==> src/design/ansp_pkg.sv <==
// Shared types, constants and header field decoders for the Annex B NAL splitter.
`default_nettype none

package ansp_pkg;

  // Most results that one input byte can release at once.
  localparam int RES_DEPTH = 5;

  typedef logic [2:0] res_cnt_t;

  // Saturating count of confirmed bytes in the current NAL unit.
  typedef enum logic [1:0] {
    LEN_NONE = 2'd0,
    LEN_ONE  = 2'd1,
    LEN_TWO  = 2'd2
  } unit_len_t;

  localparam logic [7:0] START_BYTE = 8'h01;
  localparam logic [1:0] ZERO_RUN_MAX = 2'd3;
  localparam logic [1:0] ZERO_RUN_SC3 = 2'd2;

  // Scanner state carried from byte to byte.
  typedef struct packed {
    logic       in_nal;
    logic [1:0] zero_run;
    unit_len_t  unit_len;
    logic [7:0] held_byte;
    logic [15:0] header_word;
  } scan_t;

  // One result byte together with the header it belongs to.
  typedef struct packed {
    logic [7:0]  nal_byte;
    logic        first_of_nal;
    logic        end_of_nal;
    logic [15:0] header_word;
  } res_t;

  function automatic logic [5:0] hdr_unit_type(logic [15:0] hdr);
    return hdr[14:9];
  endfunction

  function automatic logic [5:0] hdr_layer(logic [15:0] hdr);
    return {hdr[8], hdr[7:3]};
  endfunction

  function automatic logic signed [3:0] hdr_temporal(logic [15:0] hdr);
    return $signed({1'b0, hdr[2:0]} + 4'hF);
  endfunction

endpackage

`default_nettype wire

==> src/design/ansp_step.sv <==
// Start code scanner: next state and released result bytes for one input byte.
`default_nettype none

module ansp_step (
  input  ansp_pkg::scan_t    scan_cur,
  input  logic [7:0]         byte_value,
  input  logic               end_of_buffer,
  output ansp_pkg::scan_t    scan_nxt,
  output ansp_pkg::res_t     res_list [ansp_pkg::RES_DEPTH],
  output ansp_pkg::res_cnt_t res_cnt
);
  import ansp_pkg::*;

  typedef struct packed {
    scan_t st;
    logic  emit;
    res_t  res;
  } conf_t;

  // Confirm one data byte: the previously held byte, if there is one, becomes a result.
  function automatic conf_t confirm_byte(scan_t s, logic [7:0] b);
    conf_t c;
    c.st   = s;
    c.emit = 1'b0;
    c.res  = '0;
    unique case (s.unit_len)
      LEN_NONE: begin
        c.st.header_word = {b, 8'h00};
        c.st.held_byte   = b;
        c.st.unit_len    = LEN_ONE;
      end
      LEN_ONE: begin
        c.st.header_word = {s.header_word[15:8], b};
        c.emit           = 1'b1;
        c.res            = '{nal_byte: s.held_byte, first_of_nal: 1'b1, end_of_nal: 1'b0,
                             header_word: c.st.header_word};
        c.st.held_byte   = b;
        c.st.unit_len    = LEN_TWO;
      end
      default: begin
        c.emit         = 1'b1;
        c.res          = '{nal_byte: s.held_byte, first_of_nal: 1'b0, end_of_nal: 1'b0,
                           header_word: s.header_word};
        c.st.held_byte = b;
      end
    endcase
    return c;
  endfunction

  // Close the unit: the held byte is its last byte if the unit is long enough.
  function automatic conf_t finish_unit(scan_t s);
    conf_t c;
    c.st   = s;
    c.emit = (s.unit_len == LEN_TWO);
    c.res  = '{nal_byte: s.held_byte, first_of_nal: 1'b0, end_of_nal: 1'b1,
               header_word: s.header_word};
    c.st.unit_len    = LEN_NONE;
    c.st.header_word = '0;
    c.st.held_byte   = '0;
    return c;
  endfunction

  scan_t    s;
  conf_t    c;
  res_cnt_t n;
  logic     code;

  // Walk the byte through the scanner, appending each released result.
  always_comb begin
    s    = scan_cur;
    n    = '0;
    c    = '0;
    for (int i = 0; i < RES_DEPTH; i++) begin
      res_list[i] = '0;
    end
    code = (byte_value == START_BYTE) && (s.zero_run >= ZERO_RUN_SC3) &&
           !(end_of_buffer && (s.zero_run == ZERO_RUN_SC3));

    if (s.in_nal) begin
      if (byte_value == 8'h00) begin
        if (s.zero_run == ZERO_RUN_MAX) begin
          c = confirm_byte(s, 8'h00);
          s = c.st;
          if (c.emit) begin
            res_list[n] = c.res;
            n = n + res_cnt_t'(1);
          end
        end else begin
          s.zero_run = s.zero_run + 2'd1;
        end
      end else if (code) begin
        c = finish_unit(s);
        s = c.st;
        if (c.emit) begin
          res_list[n] = c.res;
          n = n + res_cnt_t'(1);
        end
        s.zero_run = '0;
      end else begin
        // Pending zeros turned out to be data.
        for (int i = 0; i < 3; i++) begin
          if (s.zero_run != 2'd0) begin
            c = confirm_byte(s, 8'h00);
            s = c.st;
            if (c.emit) begin
              res_list[n] = c.res;
              n = n + res_cnt_t'(1);
            end
            s.zero_run = s.zero_run - 2'd1;
          end
        end
        c = confirm_byte(s, byte_value);
        s = c.st;
        if (c.emit) begin
          res_list[n] = c.res;
          n = n + res_cnt_t'(1);
        end
      end

      // Final byte of the buffer: release everything still held.
      if (end_of_buffer) begin
        for (int i = 0; i < 3; i++) begin
          if (s.zero_run != 2'd0) begin
            c = confirm_byte(s, 8'h00);
            s = c.st;
            if (c.emit) begin
              res_list[n] = c.res;
              n = n + res_cnt_t'(1);
            end
            s.zero_run = s.zero_run - 2'd1;
          end
        end
        c = finish_unit(s);
        s = c.st;
        if (c.emit) begin
          res_list[n] = c.res;
          n = n + res_cnt_t'(1);
        end
      end
    end else begin
      // Searching for the first start code.
      if (byte_value == 8'h00) begin
        if (s.zero_run != ZERO_RUN_MAX) begin
          s.zero_run = s.zero_run + 2'd1;
        end
      end else if (code) begin
        s.in_nal   = 1'b1;
        s.unit_len = LEN_NONE;
        s.zero_run = '0;
      end else begin
        s.zero_run = '0;
      end
    end

    if (end_of_buffer) begin
      s = '0;
    end

    scan_nxt = s;
    res_cnt  = n;
  end

endmodule

`default_nettype wire

==> src/design/annexb_nal_splitter.sv <==
// The first result of a byte is registered and appears on the output in the cycle after its input transaction.
// Throughput: one byte per cycle while each byte releases at most one result and out_tready stays high.
// A byte that releases k results (up to five) holds the input while the result queue drains them,
// one result per cycle while out_tready is high, until the last of them leaves.
// Reset (rst_n low, synchronous) returns the scanner to searching and empties the queue.
`default_nettype none

module annexb_nal_splitter (
  input  logic        clk,
  input  logic        rst_n,
  input  logic        in_tvalid,
  output logic        in_tready,
  input  logic [7:0]  in_tdata,   // [7:0] byte_value
  input  logic        in_tlast,   // end_of_buffer
  output logic        out_tvalid,
  input  logic        out_tready,
  output logic [23:0] out_tdata,  // [7:0] nal_byte, [13:8] unit_type,
                                  // [19:14] layer_number, [23:20] temporal_level
  output logic        out_tuser,  // first_of_nal
  output logic        out_tlast   // end_of_nal
);
  import ansp_pkg::*;

  scan_t    scan_r;
  scan_t    scan_nxt;
  res_t     step_res [RES_DEPTH];
  res_cnt_t step_cnt;
  res_t     queue_r  [RES_DEPTH];
  res_cnt_t cnt_r;
  logic     in_fire;
  logic     out_fire;

  ansp_step u_step (
    .scan_cur      (scan_r),
    .byte_value    (in_tdata),
    .end_of_buffer (in_tlast),
    .scan_nxt      (scan_nxt),
    .res_list      (step_res),
    .res_cnt       (step_cnt)
  );

  // Take a byte when the queue is empty or its last result leaves this cycle.
  assign out_fire  = out_tvalid && out_tready;
  assign in_tready = (cnt_r == res_cnt_t'(0)) || ((cnt_r == res_cnt_t'(1)) && out_tready);
  assign in_fire   = in_tvalid && in_tready;

  // Scanner state advances on every input transaction.
  always_ff @(posedge clk) begin
    if (!rst_n) begin
      scan_r <= '0;
    end else if (in_fire) begin
      scan_r <= scan_nxt;
    end
  end

  // Result queue count.
  always_ff @(posedge clk) begin
    if (!rst_n) begin
      cnt_r <= '0;
    end else if (in_fire) begin
      cnt_r <= step_cnt;
    end else if (out_fire) begin
      cnt_r <= cnt_r - res_cnt_t'(1);
    end
  end

  // Result queue payload: load a new batch or shift toward the head.
  always_ff @(posedge clk) begin
    if (in_fire) begin
      for (int i = 0; i < RES_DEPTH; i++) begin
        queue_r[i] <= step_res[i];
      end
    end else if (out_fire) begin
      for (int i = 0; i < RES_DEPTH - 1; i++) begin
        queue_r[i] <= queue_r[i + 1];
      end
    end
  end

  // Head of the queue drives the output transaction.
  assign out_tvalid = (cnt_r != res_cnt_t'(0));
  assign out_tdata  = {hdr_temporal(queue_r[0].header_word),
                       hdr_layer(queue_r[0].header_word),
                       hdr_unit_type(queue_r[0].header_word),
                       queue_r[0].nal_byte};
  assign out_tuser  = queue_r[0].first_of_nal;
  assign out_tlast  = queue_r[0].end_of_nal;

endmodule

`default_nettype wire

==> config.mk <==
export PLATFORM = sky130hd
export DESIGN_NAME = annexb_nal_splitter
export DESIGN_NICKNAME = d
export VERILOG_FILES = /design/src/design/ansp_pkg.sv /design/src/design/ansp_step.sv /design/src/design/annexb_nal_splitter.sv
export SDC_FILE = /design/constraint.sdc
export NUM_CORES = 1
export LEC_CHECK = 0
export CORE_MARGIN = 2
export CORE_UTILIZATION = 40
export DETAILED_ROUTE_END_ITERATION = 6
export DONT_BUFFER_PORTS = 1
export PLACE_DENSITY_LB_ADDON = 0.25
export SYNTH_ARGS = -nofsm -noshare
export SYNTH_HDL_FRONTEND = slang
export SYNTH_SLANG_ARGS = --single-unit
==> constraint.sdc <==
create_clock -name clk -period 21.7 [get_ports clk]
set_input_delay 3.255 -clock clk [delete_from_list [all_inputs] [get_ports clk]]
set_output_delay 3.255 -clock clk [all_outputs]
set_load 0.02 [all_outputs]
Word-level counts from Yosys, hierarchy flattened
Memories as Yosys holds them, arrays and structs flattened. Index checks and enable logic that the tools add are counted.

Register bits after elaboration: 32. RAM bits: 130. Input bits: 13. Output and inout port bits: 28. Word-level logic and storage cells: 293. Memories kept: 1.

Add/subtract/negate cells: 15. Order comparisons: 15. Equal/unequal tests: 16. Muxes and demuxes: 192. Bitwise operators: 11. Reduce and logical (&&, ||, !) cells: 37.

Memories: queue_r (words 5, width 26, rd ports 5, clocked after memory_dff 0, write ports 5, line annexb_nal_splitter.sv:28) `res_t queue_r [RES_DEPTH];`.

Operators with widths (number): $mux 130 (26); $bwmux 130 (7); $mux 27 (27); $mux 26 (26); $demux 26 s3 (7); $pmux 27 s2 (7); $mux 29 (13); $mux 104 (3); $mux 28 (9); $pmux 16 s2 (7); $mux 3 (35); $ge 4x4->1 const B (7); $lt 4x1->1 const B (7); $not 3->4 (7); $pmux 2 s2 (7); $mux 24 (1); $add 3x1->3 const B (7); $reduce_bool 2->1 (8); $eq 2x1->1 const B (7); $logic_not 2->1 (7); $logic_and 1x1->1 (13); $mux 1 (11); $mux 2 (5); $sub 2x1->2 const B (5); other kinds (19) (27).

Logic depth before layout (Yosys ltp)
Word-level depth: 54. Gate-level depth with buffers: 37.

Cells and area by module
From an unflattened synthesis, not the netlist that was laid out.

Cells, all modules: 1606. Area total of the unflattened synthesis: 13449.1 um^2.

By module, submodules not included: ansp_step (instances 1, cells an instance 1189, area each 6942.9 um^2, seq. area each 0.0 um^2); annexb_nal_splitter (instances 1, cells an instance 417, area each 6506.2 um^2, seq. area each 4394.2 um^2).

Least setup slack after synthesis
No wires, ideal clock.

Path kind: input -> register. Start: input port in_tdata[1]. End: memory queue_r[0][2] (netlist bit) (data pin). Setup time: 0.270 ns. Arrival time: 8.726 ns. Data required time: 21.430 ns. Slack: 12.704 ns. Cell stages on the path: 25. Buffers on the path: 6. Cell sequence: buf_2 > nor4_4 > nand2_1 > nor2_1 > clkbuf_1 > buf_1 > clkbuf_1 > o22ai_1 > inv_1 > ha_1 > and3b_1 > a31oi_1 > o211ai_1 > nand2_1 > ha_1 > a2111oi_4 > a41oi_4 > ha_1 > mux2i_4 > inv_2 > or4_1 > buf_2 > buf_2 > o21ai_1 > o221ai_2.

RTL lines: start: declaration (line annexb_nal_splitter.sv:13) `input logic [7:0] in_tdata,`; end: declaration (line annexb_nal_splitter.sv:28).

==> flow_results.xml <==
<?xml version="1.0" encoding="UTF-8"?>
<metrics>
  <group name="worst_hold_path">
    <metric name="hold_path.class" unit="">flop to flop</metric>
    <metric name="holdPathStages" unit="">2</metric>
  </group>
  <group name="placed_design">
    <metric name="place.detailed.instances" unit="">2123</metric>
    <metric name="io_buffer_count" unit="">0</metric>
    <metric name="place.gp.congestion" unit="">1.04</metric>
    <metric name="dp_hpwl" unit="um">45200</metric>
  </group>
  <group name="clocking">
    <metric name="path_clk_slew" unit="ns">0.08</metric>
    <metric name="post_cts_resized" unit="">0</metric>
    <metric name="bufs_on_longest_clock_path" unit="">2</metric>
    <metric name="tritoncts" unit="">yes</metric>
    <metric name="cts_post_setup_buffers_inserted" unit="">0</metric>
    <metric name="cts.hold.buffers_added" unit="">0</metric>
    <metric name="clkSinkCount" unit="">156</metric>
    <metric name="cts_inserted_buffers" unit="">17</metric>
    <metric name="cts.root.buffer_cell" unit="">clkbuf_16</metric>
    <metric name="htree_num_levels" unit="">4</metric>
    <metric name="clk_latency" unit="ns">0.46</metric>
  </group>
  <group name="yosys">
    <metric name="synthesis_warnings" unit="">0</metric>
    <metric name="synthFlopType" unit="">edfxtp_1</metric>
    <metric name="edff_count_synth" unit="">125</metric>
    <metric name="post_synth_instance_area" unit="mm2">0.0143</metric>
    <metric name="synth_seq_cells" unit="">156</metric>
    <metric name="synthDominantCellAreaShare" unit="">0.262</metric>
    <metric name="synth_commonest_cells" unit="">193 x nand2_1, 160 x o21ai_0, 147 x nor2_1, 125 x edfxtp_1, 109 x clkbuf_1</metric>
    <metric name="yosysUniqueCellTypes" unit="">102</metric>
    <metric name="post-synth-top-count-cell" unit="">nand2_1</metric>
    <metric name="synth_sequential_area_ratio" unit="">0.305</metric>
    <metric name="netlist_instances" unit="">1773</metric>
    <metric name="yosysTopAreaCell" unit="">edfxtp_1</metric>
    <metric name="mappedNetlistNets" unit="">1828</metric>
    <metric name="syn-mean-instance-area" unit="um2">8.08</metric>
    <metric name="async_flop_share" unit="">0</metric>
    <metric name="post_synth_main_area_contributors" unit="">edfxtp_1 26%, o21ai_0 5.6%, a22oi_1 5.3%</metric>
  </group>
  <group name="worst_setup_path">
    <metric name="worst_r2r_startpoint" unit="">scan_r[27]$_SDFFE_PN0P_</metric>
    <metric name="critical_path_class" unit="">input pin to flop</metric>
    <metric name="worst_r2r_path_depth" unit="">29</metric>
    <metric name="startpoint_type" unit="">input pin</metric>
    <metric name="crit_path_max_fanout" unit="">18</metric>
    <metric name="worst_setup_path_startpoint" unit="">in_tdata[1]</metric>
    <metric name="regToRegEndpoint" unit="">queue_r[0][56]$_DFFE_PP_</metric>
    <metric name="crit_arrival" unit="ns">9.95</metric>
    <metric name="setup.worst_path.end" unit="">queue_r[0][56]$_DFFE_PP_</metric>
    <metric name="timing.reg2reg.setup_slack" unit="ns">12.60</metric>
    <metric name="worst-endpoint-required" unit="ns">21.91</metric>
    <metric name="endpoint_kind" unit="">flop</metric>
  </group>
  <group name="drt">
    <metric name="remaining_drc_errors" unit="">0</metric>
    <metric name="wirelength" unit="um">66800</metric>
    <metric name="vias" unit="">15900</metric>
    <metric name="final_ant_viol_nets" unit="">0</metric>
    <metric name="wl_per_cell" unit="um">31.0</metric>
    <metric name="viasPerCell" unit="">7.36</metric>
    <metric name="drt_first_iter_violations" unit="">2607</metric>
    <metric name="detail_route.first_pass.iterations" unit="">7</metric>
  </group>
  <group name="floorplan">
    <metric name="floorplan.initialDensity" unit="">0.405</metric>
    <metric name="die_h" unit="um">193</metric>
    <metric name="floorplan.die_area" unit="mm2">0.0374</metric>
    <metric name="die_w" unit="um">193</metric>
    <metric name="core" unit="mm2">0.0354</metric>
    <metric name="rows" unit="">69</metric>
    <metric name="floorplan.io_pins" unit="">41</metric>
  </group>
  <group name="timing">
    <metric name="post-route-min-period" unit="ns">9.74</metric>
    <metric name="relSlewSlack" unit="">0.149</metric>
    <metric name="timing.clock.skew" unit="ns">0.0131</metric>
    <metric name="max_freq" unit="GHz">0.103</metric>
    <metric name="hold_viol" unit="">0</metric>
    <metric name="final-max-slew-violation-count" unit="">0</metric>
    <metric name="timing_worst_slew_pin_value" unit="ns">1.28</metric>
    <metric name="final.period_utilization" unit="">0.449</metric>
    <metric name="final-setup-viol-count" unit="">0</metric>
    <metric name="rsz0062_at_grt" unit="">no</metric>
    <metric name="final.setup.tns" unit="ns">0</metric>
  </group>
  <group name="cells_and_area">
    <metric name="antennaDiodeCount" unit="">0</metric>
    <metric name="finalNonFillerCells" unit="">2155</metric>
    <metric name="final_net_count" unit="">1736</metric>
    <metric name="nFillCells" unit="">3576</metric>
    <metric name="areaGrowthSynthToFinish" unit="%">5.93</metric>
    <metric name="fraction_of_final_layout_cells_with_drive_strength_greater_than_1" unit="">0.0885</metric>
  </group>
  <group name="flow_run">
    <metric name="drv.max_cap_violation_count" unit="">0</metric>
  </group>
  <group name="power">
    <metric name="power.density" unit="mW/mm2">76.2</metric>
    <metric name="max-vdd-ir-drop" unit="V">0.000115</metric>
    <metric name="leakage" unit="nW">4.94</metric>
  </group>
  <group name="global_routing">
    <metric name="grt_start_max_net_pins" unit="">70</metric>
    <metric name="track_usage" unit="">0.348</metric>
    <metric name="number_of_global_route_vias_before_repair" unit="">15000</metric>
    <metric name="grt_pass1_wl" unit="um">98000</metric>
    <metric name="grt-ovfl-total" unit="">0</metric>
    <metric name="antenna_found_initial" unit="">0</metric>
  </group>
  <group name="status">
    <metric name="status" unit="">completed</metric>
  </group>
</metrics>
-- worst min path at each step --
stage,startpoint,end,slack [ns]
CTS,queue_r[0][94]$_DFFE_PP_,queue_r[0][68]$_DFFE_PP_,0.53
floorplan,cnt_r[1]$_SDFFE_PN0P_,cnt_r[1]$_SDFFE_PN0P_,0.48
detailed placement,queue_r[0][94]$_DFFE_PP_,queue_r[0][68]$_DFFE_PP_,0.51
finish,queue_r[0][97]$_DFFE_PP_,queue_r[0][71]$_DFFE_PP_,0.53
global placement,queue_r[0][97]$_DFFE_PP_,queue_r[0][71]$_DFFE_PP_,0.49
global route,queue_r[0][97]$_DFFE_PP_,queue_r[0][71]$_DFFE_PP_,0.54
-- state kept, by name, summed over array words and instances, names as in the netlist --
register and cells:
cnt_r 3, queue_r 125, scan_r 28
-- critical path, cell delays in order --
cell       delay (ns)
nor4_4           0.44
and2_1           0.45
nand2_1          0.53
nand2_1          0.19
o21ai_0          0.16
inv_1            0.15
ha_1             0.26
and3b_1          0.22
o21ai_0          0.13
o2111ai_1        0.16
nand2_1          0.39
inv_2            0.19
ha_1             0.35
a2111oi_4        0.33
a41oi_4          0.09
ha_1             0.27
o221ai_1         0.08
xnor2_1          0.20
xnor2_2          0.36
or4_1            0.98
nand2_2          0.29
a221oi_1         0.34
a211oi_1         0.09
-- kinds of logic after synthesis --
logic type,share of synthesized area
AOI/OAI and AO/OA,0.372
xor gates and xnor gates,0.00873
adders and majority gates,0.0367
buffers and inverters,0.0589
DFF,0.305
muxes,0.0266
and+or+nand+nor,0.192
-- area by class of cell --
class / count / area (um2) / area share
multi-input cells: 1425 / 9150 / 0.603
flip-flops and latches: 156 / 4370 / 0.288
well taps: 461 / 577 / 0.0380
clock buffers: 17 / 425 / 0.0280
repair buffers: 45 / 338 / 0.0223
clock inverters: 15 / 181 / 0.0120
inverters: 36 / 135 / 0.00890
-- layer usage --
| metal | vias to the layer above | global-route usage | part of all wire |
|---|---|---|---|
| met2 | 1342 | 0.514 | 0.42 |
| met1 | 7497 | 0.449 | 0.38 |
| met5 | - | 0 | 0 |
| met3 | 328 | 0.0948 | 0.13 |
| met4 | 0 | 0.222 | 0.074 |
| li1 | 6704 | - | - |
-- layout by cell type, fill, tap and decap left out, types with 14 or more instances in the layout --
cell type	instances
a32oi_1	14
inv_1	33
clkbuf_16	17
a211oi_1	42
mux2i_1	21
a221o_1	19
dfxtp_1	31
o21ai_0	160
nor3_1	33
o31ai_1	18
o211ai_1	27
nor2_1	144
edfxtp_1	125
ha_1	42
a31oi_1	21
a22o_1	33
buf_4	45
a21o_1	17
nand2b_1	19
nand2_1	193
a22oi_1	101
nand3_1	30
nor2b_1	41
and2_1	15
a21oi_1	106
o22ai_1	56
a221oi_1	18
o21ai_1	25
o221ai_1	16
-- stage by stage --
stage	hold slack (ns)	util	setup WS, ns	total power, mW	area, um2
2_1_floorplan	0.478	-	12.70	0.765	14300
3_3_place_gp	0.490	0.412	11.88	0.832	14600
3_5_place_dp	0.509	0.412	11.71	0.839	14600
4_1_cts	0.528	0.429	12.18	1.16	15200
5_1_grt	0.540	0.429	11.57	1.21	15200
6_report	0.527	0.429	11.96	1.16	15200
-- power breakdown --
| part | switching (mW) | total [mW] | internal [mW] |
|---|---|---|---|
| clock | 0.148 | 0.322 | 0.173 |
| sequential | 0.0635 | 0.549 | 0.485 |
| combinational | 0.206 | 0.286 | 0.0796 |
| total | 0.418 | 1.16 | 0.738 |
Note: power is estimated with default switching activity, not from simulation.
